## src/sv/mfx_pkg.sv

```systemverilog
// ----------------------------------------------------------------------------
// Max filter 3x3 package
// Shared widths, reset values, register codes and the record types that pass
// between the front end, the job queue and the output stage.
// ----------------------------------------------------------------------------
package mfx_pkg;

    localparam int MAX_WIDTH_DEF   = 1024;
    localparam int PIX_BITS        = 8;
    localparam int ROW_BITS        = 16;
    localparam int COL_OUT_BITS    = 10;
    localparam int CFG_WIDTH_BITS  = 11;
    localparam int CFG_HEIGHT_BITS = 16;
    localparam int CFG_DATA_BITS   = 16;

    localparam int QUEUE_DEPTH     = 4;
    localparam int QUEUE_PTR_BITS  = $clog2(QUEUE_DEPTH);
    localparam int QUEUE_CNT_BITS  = $clog2(QUEUE_DEPTH + 1);

    localparam logic [CFG_WIDTH_BITS-1:0]  WIDTH_RESET  = 11'd15;
    localparam logic [CFG_HEIGHT_BITS-1:0] HEIGHT_RESET = 16'd10;

    typedef enum logic {
        CFG_IMAGE_WIDTH  = 1'b0,
        CFG_IMAGE_HEIGHT = 1'b1
    } t_cfg_idx;

    typedef logic [PIX_BITS-1:0] t_pixel;

    typedef struct packed {
        logic                    has_max;
        logic                    border;
        logic                    done;
        logic [ROW_BITS-1:0]     row;
        logic [COL_OUT_BITS-1:0] col;
        t_pixel                  max_value;
        t_pixel                  pixel;
    } t_job;

    typedef struct packed {
        logic                      empty;
        logic [QUEUE_CNT_BITS-1:0] count;
    } t_queue_status;

endpackage

```

## src/sv/mfx_queue.sv

```systemverilog
// ----------------------------------------------------------------------------
// Max filter 3x3 job queue
// Small first-in first-out buffer of jobs between the front end and the
// output stage.
// ----------------------------------------------------------------------------
module mfx_queue import mfx_pkg::*; (
    input  logic          i_clk,
    input  logic          i_rst_n,
    input  logic          i_push,
    input  t_job          i_job,
    input  logic          i_pop,
    output t_job          o_head,
    output t_queue_status o_stat
);

    t_job                      r_mem [QUEUE_DEPTH];
    logic [QUEUE_PTR_BITS-1:0] r_wr_ptr;
    logic [QUEUE_PTR_BITS-1:0] r_rd_ptr;
    logic [QUEUE_CNT_BITS-1:0] r_count;

    always_ff @(posedge i_clk) begin
        if (i_push) begin
            r_mem[r_wr_ptr] <= i_job;
        end
    end

    always_ff @(posedge i_clk) begin
        if (!i_rst_n) begin
            r_wr_ptr <= '0;
            r_rd_ptr <= '0;
            r_count  <= '0;
        end else begin
            if (i_push) begin
                r_wr_ptr <= r_wr_ptr + QUEUE_PTR_BITS'(1);
            end
            if (i_pop) begin
                r_rd_ptr <= r_rd_ptr + QUEUE_PTR_BITS'(1);
            end
            case ({i_push, i_pop})
                2'b10:   r_count <= r_count + QUEUE_CNT_BITS'(1);
                2'b01:   r_count <= r_count - QUEUE_CNT_BITS'(1);
                default: r_count <= r_count;
            endcase
        end
    end

    assign o_head       = r_mem[r_rd_ptr];
    assign o_stat.empty = (r_count == '0);
    assign o_stat.count = r_count;

    a_no_overflow: assert property (@(posedge i_clk) disable iff (!i_rst_n)
        i_push |-> (r_count != QUEUE_CNT_BITS'(QUEUE_DEPTH)) || i_pop)
        else $error("job queue written while full");

    a_no_underflow: assert property (@(posedge i_clk) disable iff (!i_rst_n)
        i_pop |-> (r_count != '0))
        else $error("job queue read while empty");

    a_ptr_match: assert property (@(posedge i_clk) disable iff (!i_rst_n)
        (r_count == '0) |-> (r_wr_ptr == r_rd_ptr))
        else $error("job queue pointers disagree with an empty count");

endmodule

```

## config.mk

```make
export PLATFORM = sky130hd
export DESIGN_NAME = mfx_queue
export DESIGN_NICKNAME = d
export VERILOG_FILES = /design/src/sv/mfx_pkg.sv /design/src/sv/mfx_queue.sv
export SDC_FILE = /design/constraint.sdc
export NUM_CORES = 1
export LEC_CHECK = 0
export ABC_AREA = 1
export ABC_CLOCK_PERIOD_IN_PS = 2300
export BUFFER_PORTS_ARGS = -buffer_cell sky130_fd_sc_hd__buf_2
export CORE_MARGIN = 2
export CORE_UTILIZATION = 59
export CTS_BUF_LIST = sky130_fd_sc_hd__clkbuf_4
export DETAILED_ROUTE_END_ITERATION = 8
export PLACE_DENSITY = 0.87
export SYNTH_ARGS = -nofsm -noshare
export SYNTH_HDL_FRONTEND = slang
export SYNTH_SLANG_ARGS = --single-unit
```

## constraint.sdc

```tcl
create_clock -name i_clk -period 2.3 [get_ports i_clk]
set_clock_uncertainty 0.1 [all_clocks]
set_input_delay 0.46 -clock i_clk [delete_from_list [all_inputs] [get_ports i_clk]]
set_output_delay 0.46 -clock i_clk [all_outputs]
set_load 0.02 [all_outputs]
```

Word-level counts from Yosys, hierarchy flattened
Memory sizes are Yosys's and may differ from the RTL's. A register that Yosys moved wholly into a read port is not among the register bits.
Index checks and enable logic that the tools add are counted.
{"block": "classes", "add_sub_neg": 4, "n_eq_ne": 2, "mux": 5, "n_reduce_logical": 2}
{"cell": "3-bit case mux with 2 select lines", "count": 1}
{"cell": "2-bit by 1-bit adder with 2-bit output (second input constant)", "count": 2}
{"cell": "2-bit 2-to-1 mux", "count": 2}
{"cell": "3-bit by 1-bit adder with 3-bit output (second input constant)", "count": 1}
{"cell": "3-bit logical NOT", "count": 1}
{"cell": "3-bit by 1-bit subtractor with 3-bit output (second input constant)", "count": 1}
{"cell": "2-bit by 1-bit == test with 1-bit output (second input constant)", "count": 1}
{"cell": "2-bit == test (second input constant)", "count": 1}
{"cell": "1-bit 2-to-1 mux", "count": 2}
{"cell": "2-bit nonzero test", "count": 1}
{"block": "word_totals", "reg_bits": 7, "ramBits": 180, "inputBits": 49, "out_inout_bits": 49, "elab_cells": 17, "memories": 1}
{"memory": "r_mem", "words": 4, "width": 45, "read_ports": 1, "rd_clocked_by_memory_dff": 1, "write_ports": 1, "line_no": "mfx_queue.sv:16", "text": "t_job r_mem [QUEUE_DEPTH];"}

Logic depth before layout (Yosys ltp)
Gate-level depths: netlist of run 1.
{"block": "logic_depth", "ltp_word": 3, "ltp_mapped": 10, "depth_no_buf": 10}

Least setup slack after synthesis of run 1
OpenSTA, ideal clock, no wires.
{"block": "synth_timing", "path_type": "register to register", "startpoint": "reg r_wr_ptr[0]", "endpoint": "mem r_mem[2][0] (netlist bit), enable pin", "setup_ns": 0.399, "arrival_time_ns": 1.470, "required_time_ns": 1.801, "path_slack_ns": 0.330, "path_stages_with_launch": 5, "path_buffers": 0, "period_less_slack_ns": 1.970, "cell_sequence": "dfxtp_1 inv_1 ha_1 nand2_1 inv_1"}
{"element": "from (decl)", "line_no": "mfx_queue.sv:17", "text": "logic [QUEUE_PTR_BITS-1:0] r_wr_ptr;"}
{"element": "from (signal assigned)", "line_no": "mfx_queue.sv:34", "text": "r_wr_ptr <= r_wr_ptr + QUEUE_PTR_BITS'(1);"}
{"element": "to (decl)", "line_no": "mfx_queue.sv:16"}
No word-level cell before the write port.

==> impl_metrics.yaml, run 1 <==
status:
  outcome: "complete, but fails checks"
  violations: "setup timing"
global_routing:
  global_route.usage.total_pct: 26.0
  grt_overflow: 0
  grt_pass1_vias: 4831
  grt_pass1_wl_um: 24800
  antenna_found_initial: 0
  grt_max_degree: 46
layout:
  drive_above_1_share_pct: 33.8
  final_cell_count_no_fill: 814
  fillCellCount: 675
  final_common_cell: "edfxtp_1"
  regArea_um2: 5590
  fin_nets: 710
  multiInputGateArea_um2: 1520
  area_growth_pct: 27.1
  mostFrequentLayoutCells: "180 x edfxtp_1, 67 x nor2_1, 59 x buf_2"
synthesis:
  synth_mux_area_share_pct: 0
  syn_avg_cell_area_um2: 14.7
  ys_types: 21
  synth_area_um2: 7240
  synthXorXnorAreaFrac_pct: 0
  synthCells: 491
  synth-compound-area-share_pct: 10.9
  synth_nets: 546
  synthAdderAreaFrac_pct: 1.14
  synth_top_family_by_area: "compound AO/OA/AOI/OAI gates"
  synth_simple_gate_area_share_pct: 5.51
  yosysWarnings: 0
  ys_ff_latch: 189
  synth.yosys.seq_area_share_pct: 77.1
worst_setup_path:
  crit_chain: "buf_6 -> buf_12 -> clkbuf_16 -> nor2_2 -> o22ai_1 -> buf_4"
  critPathKind: "reg2out"
  worstPathRequired_ns: 1.74
  start_kind: "register"
  arrival_ns: 1.81
  cpMaxStageDelayCell: "dfxtp_4"
  cp_max_fo: 5
  end_kind: "output port"
  max_stage_delay_ns: 0.39
pwr:
  ir_drop_v: 0.000465
  p_leak_nw: 3.31
  total_power_mw: 6.69
  p_per_area_nw_per_um2: 727
floorplanning:
  core_area_um2: 12000
  start_util_pct: 60.3
  row_count: 40
  die-area_um2: 13200
  pin_count: 98
  die_x_um: 115
  die_y_um: 115
timing:
  finalCritPeriodShare_pct: 103
  period_minus_slack_ns: 2.37
  finalWorstSetupSlack_ns: -0.0657
  hold_viol_final: 0
  worst_slew_pin_slew_ns: 0.439
  relSlewSlack_pct: 70.7
  fmax_mhz: 423
  setup_viol: 29
  slew_viol_final: 0
  fin_tns_setup_ns: -0.434
  rsz0062_at_grt: "true"
route:
  initialDrtViolationCount: 516
  first_pass_iters: 5
  ant_nets: 0
  totalWireLength_um: 18100
  route.detailed.drc: 0
  wire_per_inst_um: 22.2
  vias: 4888
  vias_per_cell: 6.00
placement:
  gp_congestion: 0.762
  dp.final_hpwl_um: 8510
  placed_cells: 719
  place_ws_ns: 0.286
  port_buffers: 97
clock_tree:
  cts_tree: "built"
  clock_path_buffers: 2
  cts-root-buf: "clkbuf_4"
  clock_latency_ns: 0.57
  clk_pin_slew_ns: 0.14
  cts.sinks: 189
  h-tree-depth: 4
  cts_made_buffers: 17
run:
  drv_cap: 0
hold_path:
  worstHoldPathType: "in2reg"
-- routing by layer --
layer | share of wire (%) | vias to the layer above | GRT usage, %
li1 | - | 2167 | -
met1 | 36 | 2387 | 31.4
met2 | 53 | 297 | 45.4
met3 | 8.0 | 37 | 5.43
met4 | 2.5 | 0 | 11.7
met5 | 0 | - | 0
-- timing repair --
action,CTS,global route
pin swaps,6,7
gates cloned,5,4
setup buffers,7,3
hold buffers,43,2
endpoints found under the hold margin,169,8
endpoints found under the setup margin,45,45
gates resized for setup,67,84
-- flip-flops by register name, summed over array words and instances (netlist names), named ones only --
name	flops
r_count	3
r_mem	180
r_rd_ptr	2
r_wr_ptr	2
-- power by group --
part | switching [mW] | internal, mW
Sequential | 0.0579 | 3.92
Clock | 1.05 | 0.510
Combinational | 0.682 | 0.468
-- logic make-up after synthesis --
| kind of cell | Yosys count |
|---|---|
| simple gates | 105 |
| fa+ha+maj | 6 |
| buf+inv | 45 |
| flops | 189 |
| compound gates | 146 |
-- path summary, 6_finish.rpt --
path	startpoint	endpoint	slack (ns)	cells past startpoint
setup reg to reg	r_wr_ptr[0]	r_mem[2][30]	0.57	5
setup / recovery	register	o_head[3]	-0.07	6
hold / removal	i_rst_n	r_count[2]	0.08	3
hold reg to reg	r_rd_ptr[1]	register	0.37	1
-- area by class of cell --
cell class / instances / area share [%]
diodes: 1 / 0.0272
clock buffers: 17 / 1.39
clock inverters: 13 / 1.11
inverters: 17 / 1.01
multi-input cells: 257 / 16.5
flip-flops and latches: 189 / 60.8
well taps: 147 / 2.00
repair buffers: 170 / 16.6
repair inverters: 3 / 0.625
-- Yosys cell counts (all sizes together) --
cell type,number,area share (%)
a21oi,5,0.35
dfxtp,9,2.5
edfxtp,180,75
nor3,1,0.069
ha,5,0.86
nand3,1,0.069
inv,16,1.0
o22ai,45,3.9
nand4,1,0.086
fa,1,0.28
nor2,93,4.8
o21ai,96,6.6
nand2,9,0.47
buf,28,4.3
clkinv,1,0.069
-- worst max-delay path, delay by kind of cell (launching register included) --
family	cells	cell delay [ns]
AOI/OAI and AO/OA	1	0.11
and+or+nand+nor	1	0.13
buffers and inverters	4	0.61
DFF	1	0.39
-- through the flow --
step                cell area (um^2)  utilization, %  hold WS (ns)
floorplan                       7240               -         0.312
global placement                7760            64.6         0.326
detailed placement              7760            64.6         0.330
CTS                             8800            73.3       0.00141
global route                    9200            76.6        0.0410
finish                          9210            76.6        0.0762
Note: power is estimated with default switching activity, not from simulation.
==> run 2, diff against run 1 <==
--- a/config.mk
+++ b/config.mk
@@ -6,13 +6,13 @@
 export NUM_CORES = 1
 export LEC_CHECK = 0
 export ABC_AREA = 1
-export ABC_CLOCK_PERIOD_IN_PS = 2300
+export ABC_CLOCK_PERIOD_IN_PS = 2000
 export BUFFER_PORTS_ARGS = -buffer_cell sky130_fd_sc_hd__buf_2
 export CORE_MARGIN = 2
-export CORE_UTILIZATION = 59
+export CORE_UTILIZATION = 54
 export CTS_BUF_LIST = sky130_fd_sc_hd__clkbuf_4
 export DETAILED_ROUTE_END_ITERATION = 8
-export PLACE_DENSITY = 0.87
+export PLACE_DENSITY = 0.85
 export SYNTH_ARGS = -nofsm -noshare
 export SYNTH_HDL_FRONTEND = slang
 export SYNTH_SLANG_ARGS = --single-unit
==> constraint.sdc (replaced) <==
create_clock -name i_clk -period 2 [get_ports i_clk]
set_clock_uncertainty 0.1 [all_clocks]
set_input_delay 0.4 -clock i_clk [delete_from_list [all_inputs] [get_ports i_clk]]
set_output_delay 0.4 -clock i_clk [all_outputs]
set_load 0.02 [all_outputs]
==> run 2 against run 1 <==
Compared with the run above:
- critical endpoint is now o_head[32]
- count of clock-buffer cells in the layout rose by 1
- the flow still finishes with violations (setup timing)
- design area rose by 4.6%
- largest cell class unchanged
- die area rose by 8.9%
- core utilization fell by 3.6 points
- flip-flop and latch count did not move
- sequential power rose by 15%
- global-route usage fell by 2.6 points
- via count rose by 0.18%
- critical path type unchanged
==> impl_metrics.yaml, run 2 (synthesis gave the netlist of run 1 again) <==
status:
  outcome: "complete, but fails checks"
  violations: "setup timing"
layout:
  final_cell_count_no_fill: 850
  drive_above_1_share_pct: 37.2
  fin_nets: 716
  top_regs: "r_mem (180), r_count (3)"
  fin_area_um2: 9630
  final_common_cell: "edfxtp_1"
  num_antenna_cells: 0
  mostFrequentLayoutCells: "180 x edfxtp_1, 80 x nor2_1, 55 x buf_2"
  area_growth_pct: 33.0
  largest_register_ffs: 180
  top_register: "r_mem"
placement:
  dp.final_hpwl_um: 8220
  port_buffers: 97
  placed_cells: 750
  dpl_cell_area_um2: 7850
  place_ws_ns: 0.186
  gp_congestion: 0.745
clock_tree:
  clk_pin_slew_ns: 0.15
  h-tree-depth: 4
  cts_made_buffers: 17
  cts-root-buf: "clkbuf_4"
  clock_latency_ns: 0.58
  cts_tree: "built"
  clock_path_buffers: 2
  cts.sinks: 189
run:
  drv_cap: 0
worst_setup_path:
  critPathKind: "reg2out"
  r2r-start: "r_wr_ptr[1]"
  ff2ff_setup_slack_ns: 0.38
  start_kind: "register"
  worstPathRequired_ns: 1.50
  arrival_ns: 1.85
  end_kind: "output port"
  cp_max_fo: 23
  rr_worst_depth: 5
  setup.worst_path.end: "o_head[32]"
  r2r_end: "r_mem[1][18]"
global_routing:
  grt_pass1_vias: 4978
  global_route.usage.total_pct: 23.4
  grt_overflow: 0
  grt_max_degree: 46
  grt_pass1_wl_um: 25100
  antenna_found_initial: 0
route:
  ant_nets: 0
  totalWireLength_um: 17900
  first_pass_iters: 8
  vias: 4897
  initialDrtViolationCount: 531
  wire_per_inst_um: 21.1
  vias_per_cell: 5.76
  route.detailed.drc: 0
timing:
  setup_viol: 45
  rsz0062_at_grt: "true"
  period_minus_slack_ns: 2.35
  relSlewSlack_pct: 75.4
  worst_slew_pin_slew_ns: 0.368
  finalWorstSetupSlack_ns: -0.351
  fmax_mhz: 425
  finalCritPeriodShare_pct: 118
  hold_viol_final: 0
  slew_viol_final: 0
floorplanning:
  die-area_um2: 14400
  pin_count: 98
  start_util_pct: 54.9
  die_y_um: 120
  core_area_um2: 13200
  row_count: 42
  die_x_um: 120
hold_path:
  worstHoldPathType: "in2reg"
pwr:
  ir_drop_v: 0.000585
  p_per_area_nw_per_um2: 839
  p_leak_nw: 3.46
-- run 2: changes by cell type in the layout (fill, tap and decap cells not counted), sizes merged --
| cell | change |
|---|---|
| bufinv | +1 |
| clkbuf | +3 |
| inv | +6 |
| clkinvlp | +1 |
| buf | +1 |
| clkinv | -5 |
| diode | -1 |
| dlygate4sd3 | +1 |
-- run 2: worst min-delay path by stage --
stage,startpoint,end,slack (ns),depth (start not counted)
CTS,i_push,r_wr_ptr[0],0.03,3
floorplan,r_rd_ptr[1],register,0.31,1
global placement,r_rd_ptr[1],register,0.32,1
global route,i_push,r_wr_ptr[0],0.03,3
finish,i_push,r_wr_ptr[0],0.08,3
detailed placement,r_rd_ptr[1],register,0.33,1
-- run 2: worst max-delay path, cell delays in order, from the launching register on --
cell and delay (ns):
dfxtp_4 0.48, buf_8 0.18, clkinv_16 0.11, o21ai_1 0.19
o22ai_1 0.13, buf_4 0.18
-- run 2: per-layer routing --
metal | up-vias | share of wire [%] | GRT usage (%)
met4 | 0 | 1.6 | 10.7
met1 | 2400 | 37 | 27.9
met2 | 283 | 54 | 39.9
met5 | - | 0 | 0
met3 | 32 | 7.7 | 6.13
li1 | 2182 | - | -
-- run 2: stage by stage --
stage | TNS [ns] | util [%] | hold WS, ns | power, mW
2_1_floorplan | 0 | - | 0.312 | 5.26
6_report | -11.64 | 73.0 | 0.0754 | 8.08
4_1_cts | -13.49 | 68.8 | 0.0277 | 7.86
5_1_grt | -16.78 | 73.0 | 0.0295 | 8.36
3_5_place_dp | 0 | 59.5 | 0.332 | 5.58
3_3_place_gp | 0 | 59.5 | 0.319 | 5.54
-- run 2: repair_timing --
action | in CTS | in global routing
resized for setup | 91 | 108
hold buffers | 46 | 0
hold endpoints to repair | 187 | 0
setup endpoints to repair | 45 | 45
setup buffers | 5 | 4
pin swaps | 5 | 27
cloned | 7 | 8
-- run 2: power by group --
part	leakage, nW	internal (mW)	switching, mW
Sequential	1.73	4.51	0.0695
Clock	0.150	0.777	1.31
Combinational	1.58	0.604	0.816
Total	3.46	5.89	2.19
-- run 2: layout make-up --
type                    instances  area [um^2]
inverters                      17         92.6
fillers                       796         3560
well taps                     176          220
multi-input cells             257         1650
clock inverters                14          158
repair inverters                5          101
repair buffers                174         1680
clock buffers                  18          135
flip-flops and latches        189         5590
