==> config.mk <==
export PLATFORM = sky130hd
export DESIGN_NAME = mfx_back_flat
export DESIGN_NICKNAME = d
export VERILOG_FILES = /design/src/sv/mfx_pkg.sv /design/src/sv/mfx_stream_if.sv /design/src/sv/mfx_back.sv /design/src/flat_wrapper.sv
export SDC_FILE = /design/constraint.sdc
export NUM_CORES = 1
export LEC_CHECK = 0
export ABC_CLOCK_PERIOD_IN_PS = 6200
export CAP_MARGIN = 20
export CORE_UTILIZATION = 67
export CTS_CLUSTER_DIAMETER = 60
export DETAILED_ROUTE_END_ITERATION = 10
export DONT_BUFFER_PORTS = 1
export GPL_ROUTABILITY_DRIVEN = 0
export PLACE_DENSITY = 0.92
export SLEW_MARGIN = 20
export SYNTH_ARGS = -nofsm -noshare
export SYNTH_HDL_FRONTEND = slang
export SYNTH_SLANG_ARGS = --single-unit
==> constraint.sdc <==
create_clock -name i_clk -period 6.2 [get_ports i_clk]
set_input_delay 0.93 -clock i_clk [delete_from_list [all_inputs] [get_ports i_clk]]
set_output_delay 0.93 -clock i_clk [all_outputs]
set_load 0.005 [all_outputs]
==> src/sv/mfx_pkg.sv <==
// ----------------------------------------------------------------------------
// Max filter 3x3 package
// Shared widths, reset values, register codes and the record types that pass
// between the front end, the job queue and the output stage.
// ----------------------------------------------------------------------------
package mfx_pkg;

    localparam int MAX_WIDTH_DEF   = 1024;
    localparam int PIX_BITS        = 8;
    localparam int ROW_BITS        = 16;
    localparam int COL_OUT_BITS    = 10;
    localparam int CFG_WIDTH_BITS  = 11;
    localparam int CFG_HEIGHT_BITS = 16;
    localparam int CFG_DATA_BITS   = 16;

    localparam int QUEUE_DEPTH     = 4;
    localparam int QUEUE_PTR_BITS  = $clog2(QUEUE_DEPTH);
    localparam int QUEUE_CNT_BITS  = $clog2(QUEUE_DEPTH + 1);

    localparam logic [CFG_WIDTH_BITS-1:0]  WIDTH_RESET  = 11'd15;
    localparam logic [CFG_HEIGHT_BITS-1:0] HEIGHT_RESET = 16'd10;

    typedef enum logic {
        CFG_IMAGE_WIDTH  = 1'b0,
        CFG_IMAGE_HEIGHT = 1'b1
    } t_cfg_idx;

    typedef logic [PIX_BITS-1:0] t_pixel;

    typedef struct packed {
        logic                    has_max;
        logic                    border;
        logic                    done;
        logic [ROW_BITS-1:0]     row;
        logic [COL_OUT_BITS-1:0] col;
        t_pixel                  max_value;
        t_pixel                  pixel;
    } t_job;

    typedef struct packed {
        logic                      empty;
        logic [QUEUE_CNT_BITS-1:0] count;
    } t_queue_status;

endpackage

==> src/sv/mfx_stream_if.sv <==


interface mfx_res_if import mfx_pkg::*; ();
    logic                    valid;
    logic                    ready;
    logic [ROW_BITS-1:0]     out_row;
    logic [COL_OUT_BITS-1:0] out_col;
    t_pixel                  out_value;
    logic                    run_last;
    logic                    frame_done;

    modport source (output valid, output out_row, output out_col, output out_value,
                    output run_last, output frame_done, input ready);
    modport sink   (input valid, input out_row, input out_col, input out_value,
                    input run_last, input frame_done, output ready);
endinterface

==> src/sv/mfx_back.sv <==
// ----------------------------------------------------------------------------
// Max filter 3x3 output stage
// Expands each job into its window maximum and border copy results and holds
// them in an output register until the sink takes them.
// ----------------------------------------------------------------------------
module mfx_back import mfx_pkg::*; (
    input  logic          i_clk,
    input  logic          i_rst_n,
    input  t_job          i_head,
    input  t_queue_status i_qstat,
    output logic          o_pop,
    mfx_res_if.source     o_res
);

    logic                    r_second;
    logic                    r_out_valid;
    logic [ROW_BITS-1:0]     r_row;
    logic [COL_OUT_BITS-1:0] r_col;
    t_pixel                  r_value;
    logic                    r_last;
    logic                    r_done;

    logic                    n_second;
    logic                    n_out_valid;
    logic                    load;
    logic                    have;
    logic                    sel_max;
    logic                    last;

    assign load = !r_out_valid || o_res.ready;
    assign have = !i_qstat.empty;

    always_comb begin
        o_pop       = 1'b0;
        n_second    = r_second;
        sel_max     = 1'b0;
        last        = 1'b1;
        n_out_valid = load ? have : r_out_valid;
        if (load && have) begin
            if (i_head.has_max && i_head.border && !r_second) begin
                sel_max  = 1'b1;
                last     = 1'b0;
                n_second = 1'b1;
            end else begin
                sel_max  = i_head.has_max && !r_second;
                o_pop    = 1'b1;
                n_second = 1'b0;
            end
        end
    end

    always_ff @(posedge i_clk) begin
        if (!i_rst_n) begin
            r_second    <= 1'b0;
            r_out_valid <= 1'b0;
        end else begin
            r_second    <= n_second;
            r_out_valid <= n_out_valid;
        end
    end

    always_ff @(posedge i_clk) begin
        if (load && have) begin
            r_row   <= sel_max ? i_head.row - ROW_BITS'(1) : i_head.row;
            r_col   <= sel_max ? i_head.col - COL_OUT_BITS'(1) : i_head.col;
            r_value <= sel_max ? i_head.max_value : i_head.pixel;
            r_last  <= last;
            r_done  <= last && i_head.done;
        end
    end

    assign o_res.valid      = r_out_valid;
    assign o_res.out_row    = r_row;
    assign o_res.out_col    = r_col;
    assign o_res.out_value  = r_value;
    assign o_res.run_last   = r_last;
    assign o_res.frame_done = r_done;

    a_second_has_job: assert property (@(posedge i_clk) disable iff (!i_rst_n)
        r_second |-> have && i_head.has_max && i_head.border)
        else $error("border copy pending without a matching job");

    a_second_after_out: assert property (@(posedge i_clk) disable iff (!i_rst_n)
        r_second |-> r_out_valid)
        else $error("border copy pending while no maximum was issued");

    a_done_is_last: assert property (@(posedge i_clk) disable iff (!i_rst_n)
        (r_out_valid && r_done) |-> r_last)
        else $error("frame end marked on a result that is not the last of its pixel");

endmodule

==> src/flat_wrapper.sv <==
// flat-port wrapper written by rule: the top's interface ports become plain ports
module mfx_back_flat import mfx_pkg::*;
  (i_clk, i_rst_n, i_head, i_qstat, o_pop, o_res_valid, o_res_out_row, o_res_out_col, o_res_out_value, o_res_run_last, o_res_frame_done, o_res_ready);
  mfx_res_if o_res_i ();
  input  logic i_clk;
  input  logic i_rst_n;
  input  t_job i_head;
  input  t_queue_status i_qstat;
  output logic o_pop;
  output wire logic [$bits(o_res_i.valid)-1:0] o_res_valid;
  output wire logic [$bits(o_res_i.out_row)-1:0] o_res_out_row;
  output wire logic [$bits(o_res_i.out_col)-1:0] o_res_out_col;
  output wire logic [$bits(o_res_i.out_value)-1:0] o_res_out_value;
  output wire logic [$bits(o_res_i.run_last)-1:0] o_res_run_last;
  output wire logic [$bits(o_res_i.frame_done)-1:0] o_res_frame_done;
  input wire logic [$bits(o_res_i.ready)-1:0] o_res_ready;
  assign o_res_valid = o_res_i.valid;
  assign o_res_out_row = o_res_i.out_row;
  assign o_res_out_col = o_res_i.out_col;
  assign o_res_out_value = o_res_i.out_value;
  assign o_res_run_last = o_res_i.run_last;
  assign o_res_frame_done = o_res_i.frame_done;
  assign o_res_i.ready = o_res_ready;
  mfx_back u_core (.i_clk(i_clk), .i_rst_n(i_rst_n), .i_head(i_head), .i_qstat(i_qstat), .o_pop(o_pop), .o_res(o_res_i));
endmodule
Yosys cells after proc, flatten, opt, wreduce, memory -nomap -nowiden:

Cells that the tools add are included.

* add/sub/neg operators: 2
* muxes and demuxes: 9
* reduce and logical (&&, ||, !) cells: 9

Operator list (count)
* $mux 16: 1
* $sub 16x1->16 const B: 1
* $mux 10: 1
* $sub 10x1->10 const B: 1
* $mux 8: 1
* $mux 1: 6
* $logic_and 1x1->1: 5
* $logic_not 1->1: 3
* $logic_or 1x1->1: 1

* bits in registers: 38
* input port bits: 52
* output and inout port bits: 38
* logic and storage cells: 27

Logic depth before layout (Yosys ltp):

Gate-level depths: netlist of run 1.

* depth after elaboration: 5
* gate-level depth with buffers: 7
* mapped depth without buffers: 5

Worst setup path after synthesis of run 1:

No wires, ideal clock.

* kind: in2reg
* from: input i_qstat[3] (netlist name)
* to: register u_core.r_done (netlist: u_core.o_res.frame_done), enable pin
* arrival time: 2648 ps
* setup slack: 3123 ps
* cell stages on the path: 2
* path buffers: 1
* path through: clkbuf_1 > nor2_1

* word-level cells in the longest chain between the ends: 2

Ends and longest elaborated chain
* from (decl): line flat_wrapper.sv:8 `input t_queue_status i_qstat;`
* $logic_not 1->1: line mfx_back.sv:31 `assign have = !i_qstat.empty;`
* $logic_and 1x1->1: line mfx_back.sv:63 `if (load && have) begin`
* to (signal assigned): line mfx_back.sv:68 `r_done <= last && i_head.done;`
* to (decl): line mfx_back.sv:21 `logic r_done;`

Every way passes these cells.
A chain may end at the register's enable or synchronous reset.

Final worst setup path of run 1:

* from: input o_res_ready
* to: output o_pop

* word-level cells in the longest chain between the ends: 3

Ends and longest elaborated chain
* from (decl): line flat_wrapper.sv:16 `input wire logic [$bits(o_res_i.ready)-1:0] o_res_ready;`
* $logic_or 1x1->1: line mfx_back.sv:30 `assign load = !r_out_valid || o_res.ready;`
* $logic_and 1x1->1: line mfx_back.sv:39 `if (load && have) begin`
* $mux 1: line mfx_back.sv:39
* to (decl): line flat_wrapper.sv:9 `output logic o_pop;`

Every way passes these cells.

==> flow_summary.toml, run 1 <==
[status]
status = "finished, final reports clean"

[routing]
drc_errors = 0
route.vias.total = 1203
drt_iter0_drc = 50
wire_per_inst_um = 19.1
antenna_left = 0
vias_per_cell = 6.43
routed_wl_mm = 3.56
first_pass_iters = 4

[placement]
dpl.hpwl_mm = 2.65
portBuffers = 0

[finish]
final_common_cell = "edfxtp_1"
final_cell_mix = "edfxtp_1 (36), nand2_1 (31), xor2_1 (13)"
nNetsFinal = 210
num_antenna_cells = 0
area_growth_pct = 3.61
layout-drive-gt1-share_pct = 13.4

[floorplanning]
ios = 90
rows = 18
dieHeight_um = 55.3
design.die.area_sq_um = 3060
start_util_pct = 73.5
core-area_sq_um = 2590
die_w_um = 55.3

[grt]
grt_remaining_overflow = 0
grt_pass1_wl_mm = 5.45
antenna_found_initial = 0
grt_pass1_vias = 1165
groute.usage.overall_pct = 24.2
grt_max_degree = 37

[logic_synthesis]
seq_area_frac_synth_pct = 58.9
synth_edf_count = 36
syn_inst = 155
ys_ff_latch = 38
yosysWarnings = 0
syn_area_sq_um = 1900
syn-num-nets = 209
syn_avg_cell_area_sq_um = 12.3
ys_async_sr_fraction_pct = 0
synth_cell_types = 35
ys.flop_type = "edfxtp_1"

[sta]
max_slew_margin_pct = 37.4
period_minus_slack_ns = 2.53
setup_viol = 0
rsz0062_at_grt = "false"
fmax_ghz = 0.396
fin_skew_ns = 0.0183
fin_tns_setup_ns = 0
hold_viol_final = 0
fin_crit_sh_pct = 40.7
slew_viol_final = 0
hold_slack_ns = 0.583
tightest_slew_ns = 0.936

[critical_path]
endpoint_kind = "output port"
arrival_ns = 1.60
worstPathCellList = "nor2b_1, a311oi_1"
worstPathMaxFanout = 9
cp_slowest_stage_delay_ns = 0.53
crit_buf_inv = 0
slowest_stage = "nor2b_1"
path_delay_family = "simple AND/OR/NAND/NOR gates"
required_ns = 5.27
crit_type = "input pin to output port"
cp-start-kind = "input pin"

[clock_tree]
numCtsBuffers = 5
cts_setup_buffers = 0
hold_buffers = 0
cts-resized-gates = 0
cts_root_buf = "clkbuf_4"
cts_sinks = 38
htree_levels = 2
clk_pin_slew_ns = 0.10
cts.path.max_buffers = 2
cts_tree = "yes"
clk_latency_ns = 0.35

[power]
p_per_area_nw_per_um2 = 235
p_total_mw = 0.464
p_leak_nw = 0.684
ir_drop_mv = 0.203

[min_path]
worstHoldPathType = "register to register"

[flow_run]
cap_violations = 0
-- cell usage after synthesis (3+ instances only) --
library cell   n  share of area, %
nand2_1       31               6.1
xnor2_1       11               5.1
nor4_1         3              0.99
edfxtp_1      36                57
clkbuf_1       4              0.79
xor2_1        13               6.0
nor4_2         5               3.3
or3_1          4               1.3
nor2_1         4              0.79
nor3_1         4               1.1
inv_1          6               1.2
o21ai_0        3              0.79
-- through the flow --
| step | instance area, sq um | worst slack [ns] | cells | utilization, % |
|---|---|---|---|---|
| finish | 1970 | 3.67 | 187 | 76.2 |
| floorplan | 1900 | 3.12 | 155 | - |
| detailed placement | 1920 | 3.40 | 179 | 74.3 |
| global placement | 1920 | 3.44 | 179 | 74.3 |
| CTS | 1970 | 3.68 | 187 | 76.2 |
| global route | 1970 | 3.62 | 187 | 76.2 |
-- where the power goes --
| group | switching, mW | internal, mW |
|---|---|---|
| logic | 0.0221 | 0.0143 |
| registers | 0.00852 | 0.302 |
| clock network | 0.0766 | 0.0404 |
-- cells by family (layout without fill, tap and decap cells) --
kind of cell / count (synthesis) / count (layout) / share of synthesized area [%]
and+or+nand+nor: 72 / 72 / 23.5
DFF: 38 / 38 / 58.9
xor gates and xnor gates: 24 / 24 / 11.0
buffers and inverters: 13 / 15 / 3.22
AOI/OAI and AO/OA: 6 / 6 / 2.04
adders and majority gates: 2 / 2 / 1.31
-- flip-flops by register name, summed over array words and instances, names as in the netlist --
signal	count
u_core.o_res.frame_done	1
u_core.o_res.out_row	16
u_core.o_res.out_col	10
u_core.r_second	1
u_core.o_res.out_value	8
u_core.o_res.valid	1
u_core.o_res.run_last	1
-- metal layers --
layer,routed length (um),global-route usage [%]
met3,365,12.6
met1,1330,25.1
met2,1810,41.5
met5,0,0
met4,56,8.57
-- cell type report --
cell class | instances | area, sq um
Sequential cell | 38 | 1120
Fill cell | 153 | 617
Multi-Input combinational cell | 104 | 736
Inverter | 6 | 22.5
Clock inverter | 3 | 11.3
Timing Repair Buffer | 1 | 7.51
Tap cell | 30 | 37.5
Clock buffer | 5 | 37.5
-- final timing paths --
| kind | to | slack [ns] | cells after the start | from |
|---|---|---|---|---|
| worst max-delay path | o_pop | 3.67 | 2 | o_res_ready |
| worst min-delay path | u_core.r_second | 0.58 | 2 | u_core.r_second |
| worst max register to register | u_core.o_res.out_col[9] | 3.92 | 4 | u_core.r_second |
| worst min register to register | u_core.r_second | 0.58 | 2 | u_core.r_second |
Power figures use the tool's default switching activity.
==> run 2, diff against run 1 <==
Settings changed: ABC_AREA set to 1, ABC_CLOCK_PERIOD_IN_PS 6200 to 2400, CORE_UTILIZATION 67 to 62, PLACE_DENSITY 0.92 to 0.87.
Clock period 6.2 ns to 2.4 ns, I/O delays scaled along.
==> run 2 against run 1 <==
- sequential power grew to 2.6 times the previous value
- non-clock buffer count is 1 higher
- final area is 8.7% higher
- largest cell class unchanged
- clock skew is 0.010 ns lower
- sequential cell count stayed put
- die area is 16% higher
- setup slack worse by 2.9 ns
==> flow_summary.toml, run 2 <==
[critical_path]
cp-start-kind = "register"
required_ns = 2.51
crit_type = "register to register"
endpoint_kind = "register"
worstPathMaxFanout = 22
arrival_ns = 1.71

[logic_synthesis]
seq_area_frac_synth_pct = 54.5
ys_async_sr_fraction_pct = 0
ys_top_cells_by_area = "edfxtp_1 (53%), nand2_1 (13%), inv_1 (4.4%)"
synth_cell_types = 31
ys.flop_type = "edfxtp_1"
synth_edf_count = 36
synth_top_area_share_pct = 52.6
syn_avg_cell_area_sq_um = 9.30
yosysMostFrequentCell = "nand2_1"
syn_area_sq_um = 2060
yosysWarnings = 0
syn-num-nets = 275
synth_top_cell_by_area = "edfxtp_1"
syn_inst = 221
ys_ff_latch = 38
yosys-top-cells-count = "nand2_1 (72), edfxtp_1 (36), inv_1 (24)"

[finish]
final_cell_mix = "nand2_1 (72), edfxtp_1 (36), inv_1 (24)"
layout-drive-gt1-share_pct = 12.8
nNetsFinal = 280
final_common_cell = "nand2_1"
utilization_pct = 69.1
num_antenna_cells = 0
ff_latch_area_sq_um = 1120
area_growth_pct = 4.32
nFillCells = 257
largest_register_ffs = 16
multi_input_area_sq_um = 795

[floorplanning]
design.die.area_sq_um = 3550
start_util_pct = 66.3
ios = 90
rows = 20
dieHeight_um = 59.6
die_w_um = 59.6
core-area_sq_um = 3100

[clock_tree]
clk_pin_slew_ns = 0.11
cts_root_buf = "clkbuf_4"
cts.path.max_buffers = 2
htree_levels = 2
cts_setup_buffers = 0
clk_latency_ns = 0.34
cts_tree = "yes"
cts-resized-gates = 0
numCtsBuffers = 5
hold_buffers = 0
cts_sinks = 38

[grt]
met2_usage_pct = 33.9
grt_remaining_overflow = 0
antenna_found_initial = 0
grt_pass1_vias = 1238
grt_max_degree = 23
groute.usage.overall_pct = 20.7
met3_usage_pct = 6.99
grtUsageMet1_pct = 24.2
busiest_layer = "met2"
grt_pass1_wl_mm = 5.22

[routing]
drt_iter0_drc = 47
route.vias.total = 1431
antenna_left = 0
routed_wl_mm = 3.53
first_pass_iters = 4
wire_per_inst_um = 13.0
vias_per_cell = 5.28
drc_errors = 0

[placement]
portBuffers = 0
dpl.hpwl_mm = 2.68

[sta]
max_slew_margin_pct = 66.8
rsz0062_at_grt = "false"
fin_crit_sh_pct = 66.7
setup_viol = 0
period_minus_slack_ns = 1.60
hold_viol_final = 0
fin_skew_ns = 0.00786
tightest_slew_ns = 0.497
slew_viol_final = 0
fin_tns_setup_ns = 0
fmax_ghz = 0.625

[power]
p_per_area_nw_per_um2 = 580
p_leak_nw = 0.907
ir_drop_mv = 0.286

[min_path]
worstHoldPathType = "input pin to register"

[status]
status = "finished, final reports clean"

[flow_run]
cap_violations = 0
## run 2: changes by cell type after synthesis, moves of 9 or more
cell,change
inv_1,+18
nand2_1,+41
nand3_1,+14
nor2_1,+16
xnor2_1,-9
## run 2: layout make-up
| type | instances | area share [%] |
|---|---|---|
| Sequential cell | 38 | 52.3 |
| Multi-Input combinational cell | 151 | 37.0 |
| Inverter | 28 | 4.90 |
| Tap cell | 44 | 2.57 |
| Clock buffer | 5 | 1.75 |
| Clock inverter | 3 | 0.758 |
| Timing Repair Buffer | 2 | 0.700 |
## run 2: kinds of logic after synthesis
kind of cell | count (synthesis) | share of synthesized area [%]
buf+inv | 32 | 6.82
flops | 38 | 54.5
fa+ha+maj | 2 | 1.22
xor+xnor | 11 | 4.69
simple gates | 128 | 29.5
compound gates | 10 | 3.23
## run 2: where the power goes
group | switching, mW | total, mW | internal [mW]
clock network | 0.208 | 0.317 | 0.109
registers | 0.0221 | 0.802 | 0.780
logic | 0.0825 | 0.124 | 0.0419
total | 0.313 | 1.24 | 0.931
## run 2: metal layers
layer	share of wire (%)	up-vias
met5	0	-
met4	2.9	0
met3	7.5	11
met2	49	58
met1	40	640
li1	-	722
## run 2: worst max-delay path, stage by stage, from the launching register on
cell	delay (ns)
dfxtp_1	0.37
nand2_4	0.10
nand2_2	0.09
nor2_4	0.40
nand2_1	0.19
o21ai_1	0.16
nand2_1	0.06
## run 2: worst paths after layout
kind / from / end / slack, ns / depth (start not counted)
hold / removal: i_qstat[3] / u_core.o_res.valid / 0.1 / 1
setup reg to reg: u_core.o_res.valid / u_core.o_res.out_col[7] / 0.80 / 6
setup / recovery: u_core.o_res.valid / u_core.o_res.out_col[7] / 0.80 / 6
hold reg to reg: u_core.r_second / u_core.r_second / 0.53 / 2
## run 2: per-stage QoR
stage | cells | total power [mW] | setup slack, ns | area (sq um) | hold WS, ns
CTS | 271 | 1.25 | 0.798 | 2140 | 0.0902
global route | 271 | 1.29 | 0.700 | 2140 | 0.0838
floorplan | 221 | 0.921 | 0.751 | 2060 | 0.452
detailed placement | 263 | 0.944 | 0.779 | 2090 | 0.466
finish | 271 | 1.24 | 0.799 | 2140 | 0.0997
global placement | 263 | 0.938 | 0.784 | 2090 | 0.456
==> run 3, diff against run 2 <==
Settings changed: ABC_AREA 1 to 0, ABC_CLOCK_PERIOD_IN_PS 2400 to 1400, CORE_UTILIZATION 62 to 56, PLACE_DENSITY 0.87 to 0.83.
Clock period 2.4 ns to 1.4 ns, I/O delays scaled along.
==> run 3 against run 2 <==
- the flow now finishes with violations (setup timing)
- die area is 2.5% higher
- first-iteration DRC count grew 34%
- clock-buffer cell count rose by 2
- final area rose by 13%
- utilization increased by 8.3 points
- sequential share of layout area shrank 5.9 points
- critical path type unchanged
- critical endpoint is now u_core.o_res.out_row[15]
==> flow_summary.toml, run 3 (synthesis gave the netlist of run 1 again) <==
[floorplanning]
die_w_um = 60.3
dieHeight_um = 60.3
design.die.area_sq_um = 3640
rows = 20
start_util_pct = 60.9
ios = 90
core-area_sq_um = 3130

[finish]
area_growth_pct = 27.2
final_common_cell = "edfxtp_1"
design_area_sq_um = 2420
layout-drive-gt1-share_pct = 34.5
nNetsFinal = 231
nFillCells = 188
largest_register_ffs = 16
num_antenna_cells = 0
final_cell_mix = "edfxtp_1 (36), nand2_1 (28), xor2_1 (13)"

[critical_path]
endpoint_kind = "register"
cp-start-kind = "register"
worstPathMaxFanout = 5
arrival_ns = 2.18
required_ns = 1.48
crit_type = "register to register"

[clock_tree]
cts_tree = "yes"
cts.path.max_buffers = 2
cts_root_buf = "clkbuf_4"
numCtsBuffers = 5
clk_pin_slew_ns = 0.11
clk_latency_ns = 0.33
htree_levels = 2
cts_sinks = 38

[power]
p_total_mw = 2.16
p_per_area_nw_per_um2 = 891
p_leak_nw = 0.933
ir_drop_mv = 0.467

[sta]
fin_skew_ns = 0.00874
rsz0062_at_grt = "true"
period_minus_slack_ns = 2.10
hold_viol_final = 0
fmax_ghz = 0.477
layout_setup_ws_ns = -0.698
hold_slack_ns = 0.0459
fin_crit_sh_pct = 150
slew_viol_final = 0
max_slew_margin_pct = 58.2
tightest_slew_ns = 0.621
setup_viol = 36

[grt]
grt_max_degree = 24
groute.usage.overall_pct = 24.4
grt_pass1_vias = 1296
grt_remaining_overflow = 0
antenna_found_initial = 0
grt_pass1_wl_mm = 6.28

[status]
status = "finished with violations"
violations = "setup timing"

[min_path]
worstHoldPathType = "input pin to register"

[routing]
wire_per_inst_um = 19.2
antenna_left = 0
drt_iter0_drc = 63
vias_per_cell = 5.62
drc_errors = 0
first_pass_iters = 4
route.vias.total = 1242
routed_wl_mm = 4.24

[placement]
portBuffers = 0
dpl.hpwl_mm = 3.01
place_area_sq_um = 2130

[flow_run]
cap_violations = 0
run 3: worst max-delay path, cell delays in order (launching register included):
cell and delay (ns):
dfxtp_2 0.34, or4b_4 0.48, or4_4 0.47, buf_4 0.17, nor4_4 0.28, xor2_1 0.11
run 3: metrics by stage:
step                      setup WS (ns)  setup TNS [ns]  util (%)  instances
after floorplan                  -0.577          -19.07         -        155
after global placement           -0.613          -15.08      68.0        209
after detailed placement         -0.685          -15.90      68.0        209
after CTS                        -0.636          -16.24      75.3        220
after global routing             -0.743          -18.98      77.4        221
final                            -0.698          -16.82      77.4        221
run 3: timing repair:
item,4_1_cts,5_1_grt
gates resized for setup,27,12
hold endpoints to repair,1,1
pin swaps,14,9
setup endpoints to repair,38,38
hold buffers,1,1
buffers inserted,3,2
run 3: power by group:
part / leakage (nW) / internal (mW) / switching, mW
sequential: 0.365 / 1.34 / 0.0377
combinational: 0.543 / 0.134 / 0.133
clock: 0.0254 / 0.190 / 0.328
total: 0.933 / 1.66 / 0.498
run 3: worst paths after layout:
| path | startpoint | to | slack (ns) | cells after the start |
|---|---|---|---|---|
| max | u_core.r_second | u_core.o_res.out_row[15] | -0.70 | 5 |
| min reg2reg | u_core.r_second | u_core.r_second | 0.73 | 4 |
| min | i_qstat[3] | u_core.o_res.valid | 0.05 | 2 |
| max reg2reg | u_core.r_second | u_core.o_res.out_row[15] | -0.70 | 5 |
run 3: area by class of cell:
cell class / instances / area (sq um) / area share (%)
repair buffers: 22 / 230 / 9.50
well taps: 44 / 55.1 / 2.27
flip-flops and latches: 38 / 1120 / 46.3
multi-input cells: 104 / 947 / 39.1
clock buffers: 7 / 45.0 / 1.86
inverters: 6 / 22.5 / 0.930
run 3: layer usage:
metal | share of wire, % | track usage, % | wire (um) | up-vias
met5 | 0 | 0 | 0 | -
met4 | 1.4 | 8.64 | 61 | 0
met2 | 56 | 44.6 | 2390 | 57
met1 | 34 | 25.7 | 1450 | 581
li1 | - | - | - | 596
met3 | 8.0 | 8.66 | 341 | 8
